### src/sv/sefp_pkg.sv
// ----------------------------------------------------------------------------
// sefp_pkg
// shared constants, parser phases and the beat structs passed between
// the parser, the payload memory and the readout sequencer
// ----------------------------------------------------------------------------
package sefp_pkg;

	localparam int MAX_PAYLOAD = 32;
	localparam int ADDR_W      = $clog2(MAX_PAYLOAD);
	localparam int LEN_W       = $clog2(MAX_PAYLOAD + 1);
	localparam int BYTE_W      = 8;
	localparam int IDX_W       = 5;

	typedef enum logic [2:0] {
		PH_WAIT  = 3'd0,
		PH_CMD   = 3'd1,
		PH_LEN   = 3'd2,
		PH_DATA  = 3'd3,
		PH_CHECK = 3'd4,
		PH_END   = 3'd5
	} phase_t;

	typedef struct packed {
		logic              en;
		logic [ADDR_W-1:0] addr;
		logic [BYTE_W-1:0] data;
	} sefp_wr_t;

	typedef struct packed {
		logic              go;
		logic [BYTE_W-1:0] cmd;
		logic [LEN_W-1:0]  len;
	} sefp_launch_t;

endpackage

### src/sv/sefp_ram.sv
// ----------------------------------------------------------------------------
// sefp_ram
// simple dual-port synchronous ram, one write and one registered read port
// ----------------------------------------------------------------------------
module sefp_ram #(
	parameter int DEPTH = 32,
	parameter int WIDTH = 8
) (
	input  logic                     clk,
	input  logic                     we,
	input  logic [$clog2(DEPTH)-1:0] waddr,
	input  logic [WIDTH-1:0]         wdata,
	input  logic [$clog2(DEPTH)-1:0] raddr,
	output logic [WIDTH-1:0]         rdata
);

	logic [WIDTH-1:0] mem [DEPTH];

	always_ff @(posedge clk) begin
		if (we) begin
			mem[waddr] <= wdata;
		end
	end

	always_ff @(posedge clk) begin
		rdata <= mem[raddr];
	end

endmodule

### src/sv/sefp_parser.sv
// ----------------------------------------------------------------------------
// sefp_parser
// byte-level frame state machine: tracks phase, command, length and xor
// check, writes payload bytes into the payload ram and launches readout
// ----------------------------------------------------------------------------
module sefp_parser (
	input  logic                            clk,
	input  logic                            arst_n,
	input  logic                            beat,
	input  logic [sefp_pkg::BYTE_W-1:0]     rx_byte,
	input  logic [sefp_pkg::BYTE_W-1:0]     start_byte,
	input  logic [sefp_pkg::BYTE_W-1:0]     end_byte,
	output sefp_pkg::sefp_wr_t              wr,
	output sefp_pkg::sefp_launch_t          launch
);
	import sefp_pkg::*;

	phase_t             phase_q, phase_d;
	logic [BYTE_W-1:0]  cmd_q, cmd_d;
	logic [LEN_W-1:0]   len_q, len_d;
	logic [LEN_W-1:0]   fill_q, fill_d;
	logic [BYTE_W-1:0]  chk_q, chk_d;
	logic [LEN_W-1:0]   fill_inc;
	phase_t             drop_phase;

	assign fill_inc   = fill_q + LEN_W'(1);
	assign drop_phase = (rx_byte == start_byte) ? PH_CMD : PH_WAIT;

	always_ff @(posedge clk or negedge arst_n) begin
		if (!arst_n) begin
			phase_q <= PH_WAIT;
			cmd_q   <= '0;
			len_q   <= '0;
			fill_q  <= '0;
			chk_q   <= '0;
		end else begin
			phase_q <= phase_d;
			cmd_q   <= cmd_d;
			len_q   <= len_d;
			fill_q  <= fill_d;
			chk_q   <= chk_d;
		end
	end

	always_comb begin
		phase_d    = phase_q;
		cmd_d      = cmd_q;
		len_d      = len_q;
		fill_d     = fill_q;
		chk_d      = chk_q;
		wr.en      = 1'b0;
		wr.addr    = fill_q[ADDR_W-1:0];
		wr.data    = rx_byte;
		launch.go  = 1'b0;
		launch.cmd = cmd_q;
		launch.len = len_q;
		if (beat) begin
			case (phase_q)
				PH_WAIT: begin
					if (rx_byte == start_byte) begin
						phase_d = PH_CMD;
					end
				end
				PH_CMD: begin
					cmd_d   = rx_byte;
					phase_d = PH_LEN;
				end
				PH_LEN: begin
					if (rx_byte > BYTE_W'(MAX_PAYLOAD)) begin
						phase_d = PH_WAIT;
					end else begin
						len_d   = rx_byte[LEN_W-1:0];
						fill_d  = '0;
						chk_d   = start_byte ^ cmd_q ^ rx_byte;
						phase_d = (rx_byte != '0) ? PH_DATA : PH_CHECK;
					end
				end
				PH_DATA: begin
					wr.en  = 1'b1;
					chk_d  = chk_q ^ rx_byte;
					fill_d = fill_inc;
					if (fill_inc >= len_q) begin
						phase_d = PH_CHECK;
					end
				end
				PH_CHECK: begin
					if (rx_byte != chk_q) begin
						phase_d = drop_phase;
					end else begin
						phase_d = PH_END;
					end
				end
				PH_END: begin
					if (rx_byte != end_byte) begin
						phase_d = drop_phase;
					end else begin
						phase_d   = PH_WAIT;
						launch.go = 1'b1;
					end
				end
				default: begin
					phase_d = PH_WAIT;
				end
			endcase
		end
	end

endmodule

### src/sv/sefp_readout.sv
// ----------------------------------------------------------------------------
// sefp_readout
// walks the payload ram after a good frame, one read in flight at a time,
// and loads each result into the output register
// ----------------------------------------------------------------------------
module sefp_readout (
	input  logic                                clk,
	input  logic                                arst_n,
	input  sefp_pkg::sefp_launch_t              launch,
	input  logic [sefp_pkg::BYTE_W-1:0]         rdata,
	output logic [sefp_pkg::ADDR_W-1:0]         raddr,
	output logic                                busy,
	output logic                                out_valid,
	input  logic                                out_stall,
	output logic [sefp_pkg::BYTE_W-1:0]         command_code,
	output logic [sefp_pkg::LEN_W-1:0]          payload_len,
	output logic [sefp_pkg::IDX_W-1:0]          byte_index,
	output logic [sefp_pkg::BYTE_W-1:0]         payload_byte,
	output logic                                last
);
	import sefp_pkg::*;

	logic               busy_q;
	logic               pend_q;
	logic               out_valid_q;
	logic [LEN_W-1:0]   rd_idx_q;
	logic [BYTE_W-1:0]  cmd_q;
	logic [LEN_W-1:0]   len_q;
	logic [ADDR_W-1:0]  idx_s1;
	logic               last_s1;
	logic               zero_s1;
	logic [BYTE_W-1:0]  cmd_out_q;
	logic [LEN_W-1:0]   len_out_q;
	logic [IDX_W-1:0]   idx_out_q;
	logic [BYTE_W-1:0]  byte_out_q;
	logic               last_out_q;
	logic               issue;
	logic               last_issue;

	assign issue      = busy_q && !pend_q && (!out_valid_q || !out_stall);
	assign last_issue = (len_q == '0) || ((rd_idx_q + LEN_W'(1)) == len_q);
	assign raddr      = rd_idx_q[ADDR_W-1:0];
	assign busy       = busy_q || pend_q;

	always_ff @(posedge clk or negedge arst_n) begin
		if (!arst_n) begin
			busy_q      <= 1'b0;
			pend_q      <= 1'b0;
			out_valid_q <= 1'b0;
			rd_idx_q    <= '0;
		end else begin
			pend_q <= issue;
			if (launch.go) begin
				busy_q   <= 1'b1;
				rd_idx_q <= '0;
			end else if (issue) begin
				rd_idx_q <= rd_idx_q + LEN_W'(1);
				if (last_issue) begin
					busy_q <= 1'b0;
				end
			end
			if (pend_q) begin
				out_valid_q <= 1'b1;
			end else if (!out_stall) begin
				out_valid_q <= 1'b0;
			end
		end
	end

	always_ff @(posedge clk) begin
		if (launch.go) begin
			cmd_q <= launch.cmd;
			len_q <= launch.len;
		end
		if (issue) begin
			idx_s1  <= rd_idx_q[ADDR_W-1:0];
			last_s1 <= last_issue;
			zero_s1 <= (len_q == '0);
		end
		if (pend_q) begin
			cmd_out_q  <= cmd_q;
			len_out_q  <= len_q;
			idx_out_q  <= IDX_W'(idx_s1);
			byte_out_q <= zero_s1 ? '0 : rdata;
			last_out_q <= last_s1;
		end
	end

	assign out_valid    = out_valid_q;
	assign command_code = cmd_out_q;
	assign payload_len  = len_out_q;
	assign byte_index   = idx_out_q;
	assign payload_byte = byte_out_q;
	assign last         = last_out_q;

`ifndef SYNTHESIS
	a_pend_out_free: assert property (@(posedge clk) disable iff (!arst_n)
		pend_q |-> !out_valid_q)
		else $error("read data returned while output register still holds a beat");

	a_launch_idle: assert property (@(posedge clk) disable iff (!arst_n)
		launch.go |-> (!busy_q && !pend_q))
		else $error("frame launched while readout still active");

	a_idx_bound: assert property (@(posedge clk) disable iff (!arst_n)
		busy_q |-> (rd_idx_q <= len_q))
		else $error("read index ran past frame length");

	a_last_ends: assert property (@(posedge clk) disable iff (!arst_n)
		(issue && last_issue && !launch.go) |=> !busy_q)
		else $error("readout stayed busy after final read");
`endif

endmodule

### src/sv/stx_etx_frame_parser.sv
// ----------------------------------------------------------------------------
// stx_etx_frame_parser
// result path: a good end byte sets busy, reads are issued from busy, and each
//   result passes the ram read register and then the output register
// throughput: one byte per cycle while parsing; after a good end byte input
//   is stalled while the payload beats are read out, one read in flight at a time
// reset: start/end bytes return to 0x02/0x03, parser waits for a start byte,
//   payload ram is not cleared
// ----------------------------------------------------------------------------
module stx_etx_frame_parser (
	input  logic                                clk,
	input  logic                                arst_n,
	input  logic                                psel,
	input  logic                                penable,
	input  logic                                pwrite,
	input  logic [2:0]                          paddr,
	input  logic [31:0]                         pwdata,
	output logic [31:0]                         prdata,
	output logic                                pready,
	input  logic                                in_valid,
	output logic                                in_stall,
	input  logic [sefp_pkg::BYTE_W-1:0]         rx_byte,
	output logic                                out_valid,
	input  logic                                out_stall,
	output logic [sefp_pkg::BYTE_W-1:0]         command_code,
	output logic [sefp_pkg::LEN_W-1:0]          payload_len,
	output logic [sefp_pkg::IDX_W-1:0]          byte_index,
	output logic [sefp_pkg::BYTE_W-1:0]         payload_byte,
	output logic                                last
);
	import sefp_pkg::*;

	localparam logic REG_START = 1'b0;
	localparam logic REG_END   = 1'b1;

	logic [BYTE_W-1:0]  start_byte_q;
	logic [BYTE_W-1:0]  end_byte_q;
	logic               cfg_wr;
	logic               beat;
	logic               busy;
	sefp_wr_t           wr;
	sefp_launch_t       launch;
	logic [ADDR_W-1:0]  raddr;
	logic [BYTE_W-1:0]  rdata;

	assign pready = 1'b1;
	assign cfg_wr = psel && penable && pwrite;

	always_ff @(posedge clk or negedge arst_n) begin
		if (!arst_n) begin
			start_byte_q <= 8'h02;
			end_byte_q   <= 8'h03;
		end else if (cfg_wr) begin
			case (paddr[2])
				REG_START: start_byte_q <= pwdata[BYTE_W-1:0];
				REG_END:   end_byte_q   <= pwdata[BYTE_W-1:0];
				default:   start_byte_q <= start_byte_q;
			endcase
		end
	end

	always_comb begin
		case (paddr[2])
			REG_START: prdata = {24'd0, start_byte_q};
			REG_END:   prdata = {24'd0, end_byte_q};
			default:   prdata = '0;
		endcase
	end

	assign in_stall = busy;
	assign beat     = in_valid && !in_stall;

	sefp_parser u_parser (
		.clk        (clk),
		.arst_n     (arst_n),
		.beat       (beat),
		.rx_byte    (rx_byte),
		.start_byte (start_byte_q),
		.end_byte   (end_byte_q),
		.wr         (wr),
		.launch     (launch)
	);

	sefp_ram #(
		.DEPTH (MAX_PAYLOAD),
		.WIDTH (BYTE_W)
	) u_ram (
		.clk   (clk),
		.we    (wr.en),
		.waddr (wr.addr),
		.wdata (wr.data),
		.raddr (raddr),
		.rdata (rdata)
	);

	sefp_readout u_readout (
		.clk          (clk),
		.arst_n       (arst_n),
		.launch       (launch),
		.rdata        (rdata),
		.raddr        (raddr),
		.busy         (busy),
		.out_valid    (out_valid),
		.out_stall    (out_stall),
		.command_code (command_code),
		.payload_len  (payload_len),
		.byte_index   (byte_index),
		.payload_byte (payload_byte),
		.last         (last)
	);

endmodule

### config.mk
export PLATFORM = sky130hd
export DESIGN_NAME = stx_etx_frame_parser
export DESIGN_NICKNAME = d
export VERILOG_FILES = /design/src/sv/sefp_pkg.sv /design/src/sv/sefp_ram.sv /design/src/sv/sefp_parser.sv /design/src/sv/sefp_readout.sv /design/src/sv/stx_etx_frame_parser.sv
export SDC_FILE = /design/constraint.sdc
export NUM_CORES = 1
export LEC_CHECK = 0
export BUFFER_PORTS_ARGS = -buffer_cell sky130_fd_sc_hd__buf_4
export CELL_PAD_IN_SITES_DETAIL_PLACEMENT = 2
export CELL_PAD_IN_SITES_GLOBAL_PLACEMENT = 2
export CORE_UTILIZATION = 49
export DETAILED_ROUTE_END_ITERATION = 10
export PLACE_DENSITY = 0.95
export SYNTH_ARGS = -nofsm -noshare
export SYNTH_HDL_FRONTEND = slang
export SYNTH_SLANG_ARGS = --single-unit
### constraint.sdc
create_clock -name clk -period 8.07 [get_ports clk]
set_input_delay 1.614 -clock clk [delete_from_list [all_inputs] [get_ports clk]]
set_output_delay 1.614 -clock clk [all_outputs]
set_load 0.02 [all_outputs]
==> results.md <==
- Hold Buf Count CTS: 0
- Synthesized cell area: 0.0151 mm^2
- Final ANT Viol Nets: 0
- Initial antenna violation count: 1
- Post-synthesis simple-gate area fraction: 0.0443
- Setup bufs post-CTS: 0
- Leakage: 5.82 nW
- Reg-to-reg setup timing slack: 3.81 ns
- Fin util: 0.560
- Crit-path slowest cell: nor2_1
- Synth unique cells: 52
- FILL cells: 2,538
- I/O pin total: 113
- Hold Crit Depth: 0
- Proportion of layout cells with a drive suffix above 1: 0.295
- CTS clk-pin slew, worst paths: 0.07 ns
- Relative slew margins: 0.113
- Final hold vios: 0
- Nets: 955
- Synth warn: 0
- Primary FF master, synth: edfxtp_1
- Yosys reg bits: 369
- H-tree depth: 2
- PwrDens: 313 mW/mm^2
- DR WL/cell: 37.7 um
- Tot GR Track Use: 0.326
- Number of global-route vias before repair: 9,112
- Max incr delay on CP: 1.12 ns
- RD Place Congestion: 0.747
- Clock Latency Late Sink: 0.53 ns
- Post-Synth Adder-Cell Area: 0.00909
- Final worst path period share: 0.528
- GR Layer Usage met3: 0.0546
- Final setup TNS: 0 ns
- Number of antenna diodes: 0
- Least-Margin Pin Slew: 1.33 ns
- Most used routing layer: met2
- Register area share after synthesis: 0.708
- R2R cell count: 5
- CP startpoint: u_parser.phase_q[1]
- Setup crit end kind: register
- RSZ-0062 raised after global routing: no
- WP data required: 8.20 ns
- Hold EP: u_readout.byte_index[0]
- Compound-gate portion of the synthesized area: 0.0276
- Largest net degree at the start of global routing: 57
- CP Class: reg -> reg
- Root Driver: clkbuf_16
- Achievable frequency: 235 MHz
- Largest family of logic cells by synthesized area: multiplexers
- Row count: 64
- Die height: 178 um
- Worst vdd ir: 0.167 mV
- Maximum clock path buffer count: 3
- Die area: 0.0316 mm^2
- Most common cell after layout, fill and taps aside: edfxtp_1
- Xor/xnor share of the synthesized area: 0.0283
- Dpl hpwl: 29,300 um
- Vias: 8,592
- Setup violators final: 0
- Status: finished, final reports clean
- # resized after CTS: 0
- Met2 Usage GRT: 0.547
- Worst-path cell chain: nor2b_1, nand2_1, nor2_1, nand2_1, nor2_1
- Vias per cell: 6.51
- Mux share of post-synthesis cell area: 0.154
- Number of flops mapped to enable cells by yosys: 305
- Core footprint: 0.0305 mm^2
- Initial core utilization: 0.497
- Crit Path Max Fanout: 25
- Maxcap violations: 0
- DR iter-0 viols: 928
- Clk sinks: 369
- Post-route DRC violation count: 0
- Worst r2r dst: u_ram.mem[5][0]
- Pins over their slew limit: 0
- Syn_area_per_cell: 18.4 um^2
- Period minus WS final: 4.26 ns
- Fraction of registers with async set/reset: 0.152
- First-pass GRT wire length: 70,400 um
- Hold Startpoint: u_readout.idx_s1[0]
- Area delta synth->final: 12.8%
- Clk_skew: 0.0155 ns
- Worst r2r src: u_parser.phase_q[1]
- Post-synthesis cell count: 825
- Routed WL: 49,800 um
- DR pass1 iterations: 5
- GR Util met1: 0.428
- I/O Buffers: 61
- Worst Hold Class: reg -> reg
- CTS tree: done
- Commonest cells after routing, fill and taps aside: 305 x edfxtp_1, 80 x mux4_2, 67 x buf_4, 58 x nor2_1, 51 x dfrtp_1
- CTS Buf Count: 39
- Startpoint Class: register
- Crit path DAT: 4.39 ns
- Chip width: 178 um
- Gr ovfl total: 0
-- through the flow --
| stage | instance area [um^2] | setup WS, ns | hold WS, ns | instances | total power [W] |
|---|---|---|---|---|---|
| 6_report | 17100 | 3.81 | 0.424 | 1319 | 0.00535 |
| 5_1_grt | 17100 | 3.71 | 0.434 | 1319 | 0.00548 |
| 4_1_cts | 17100 | 3.93 | 0.427 | 1319 | 0.00536 |
| 3_5_place_dp | 15900 | 3.70 | 0.412 | 1249 | 0.00347 |
| 3_3_place_gp | 15900 | 4.06 | 0.402 | 1249 | 0.00330 |
| 2_1_floorplan | 15200 | 3.86 | 0.400 | 848 | 0.00307 |
-- how the worst max path moves through the flow --
stage                                     to  slack, ns
after floorplan           u_readout.cmd_q[0]       3.86
after global placement      u_ram.mem[16][7]       4.06
after detailed placement    u_ram.mem[16][6]       3.70
after CTS                   u_ram.mem[16][6]       3.93
after global routing        u_ram.mem[16][4]       3.71
final                        u_ram.mem[5][0]       3.81
-- report_power, final --
| group | internal (W) | leakage, nW | switching (W) |
|---|---|---|---|
| clock network | 0.00104 | 0.600 | 0.000794 |
| logic | 0.000497 | 1.74 | 0.000603 |
| registers | 0.00219 | 3.49 | 0.000224 |
-- synthesized netlist by cell type, drive strengths merged (9+ instances only) --
master	number	area, um^2
nor2b	9	56.3
mux4	80	1800
xnor2	25	219
o21ai	15	86.3
dfrtp	53	1330
mux2	47	529
nand2	24	90.1
xor2	24	210
buf	41	307
o211ai	10	75.1
clkbuf	21	78.8
nor2	62	243
a21oi	11	58.8
inv	12	45.0
edfxtp	305	9160
ha	11	138
-- layer usage --
metal  routed length [um]  part of all wire  up-vias
met3                 3370             0.068      108
met5                    0                 0        -
li1                     -                 -     3298
met4                 1750             0.035        0
met1                19300              0.39     4720
met2                25300              0.51      466
-- cells by family (layout without fill, tap and decap cells) --
logic type,Yosys count,count (layout)
DFF,369,369
xor gates and xnor gates,49,49
and+or+nand+nor,139,139
AOI/OAI and AO/OA,54,54
buffers and inverters,74,149
adders and majority gates,11,11
muxes,127,127
other,2,25
-- registers in the layout, indices dropped and copies added, names as in the netlist, 8 cells and up --
signal / cells
u_readout.payload_byte: 8
end_byte_q: 8
u_readout.command_code: 8
u_parser.chk_q: 8
u_ram.rdata: 8
start_byte_q: 8
u_readout.cmd_q: 8
u_parser.cmd_q: 8
u_ram.mem: 256
-- layout make-up --
| cell class | count | area [um^2] | share of cell area |
|---|---|---|---|
| clock buffer | 53 | 1050 | 0.0613 |
| clock inverter | 17 | 188 | 0.0110 |
| inverter | 12 | 45.0 | 0.00264 |
| multi-input combinational | 405 | 4090 | 0.239 |
| sequential | 369 | 10700 | 0.628 |
| tap | 396 | 495 | 0.0290 |
| timing repair buffer | 67 | 503 | 0.0294 |
-- worst max-delay path: cells and delay by family (launching register included) --
kind / cells / cell delay (ns)
and+or+nand+nor: 5 / 3.33
DFF: 1 / 0.51
Note: power is estimated with default switching activity, not from simulation.
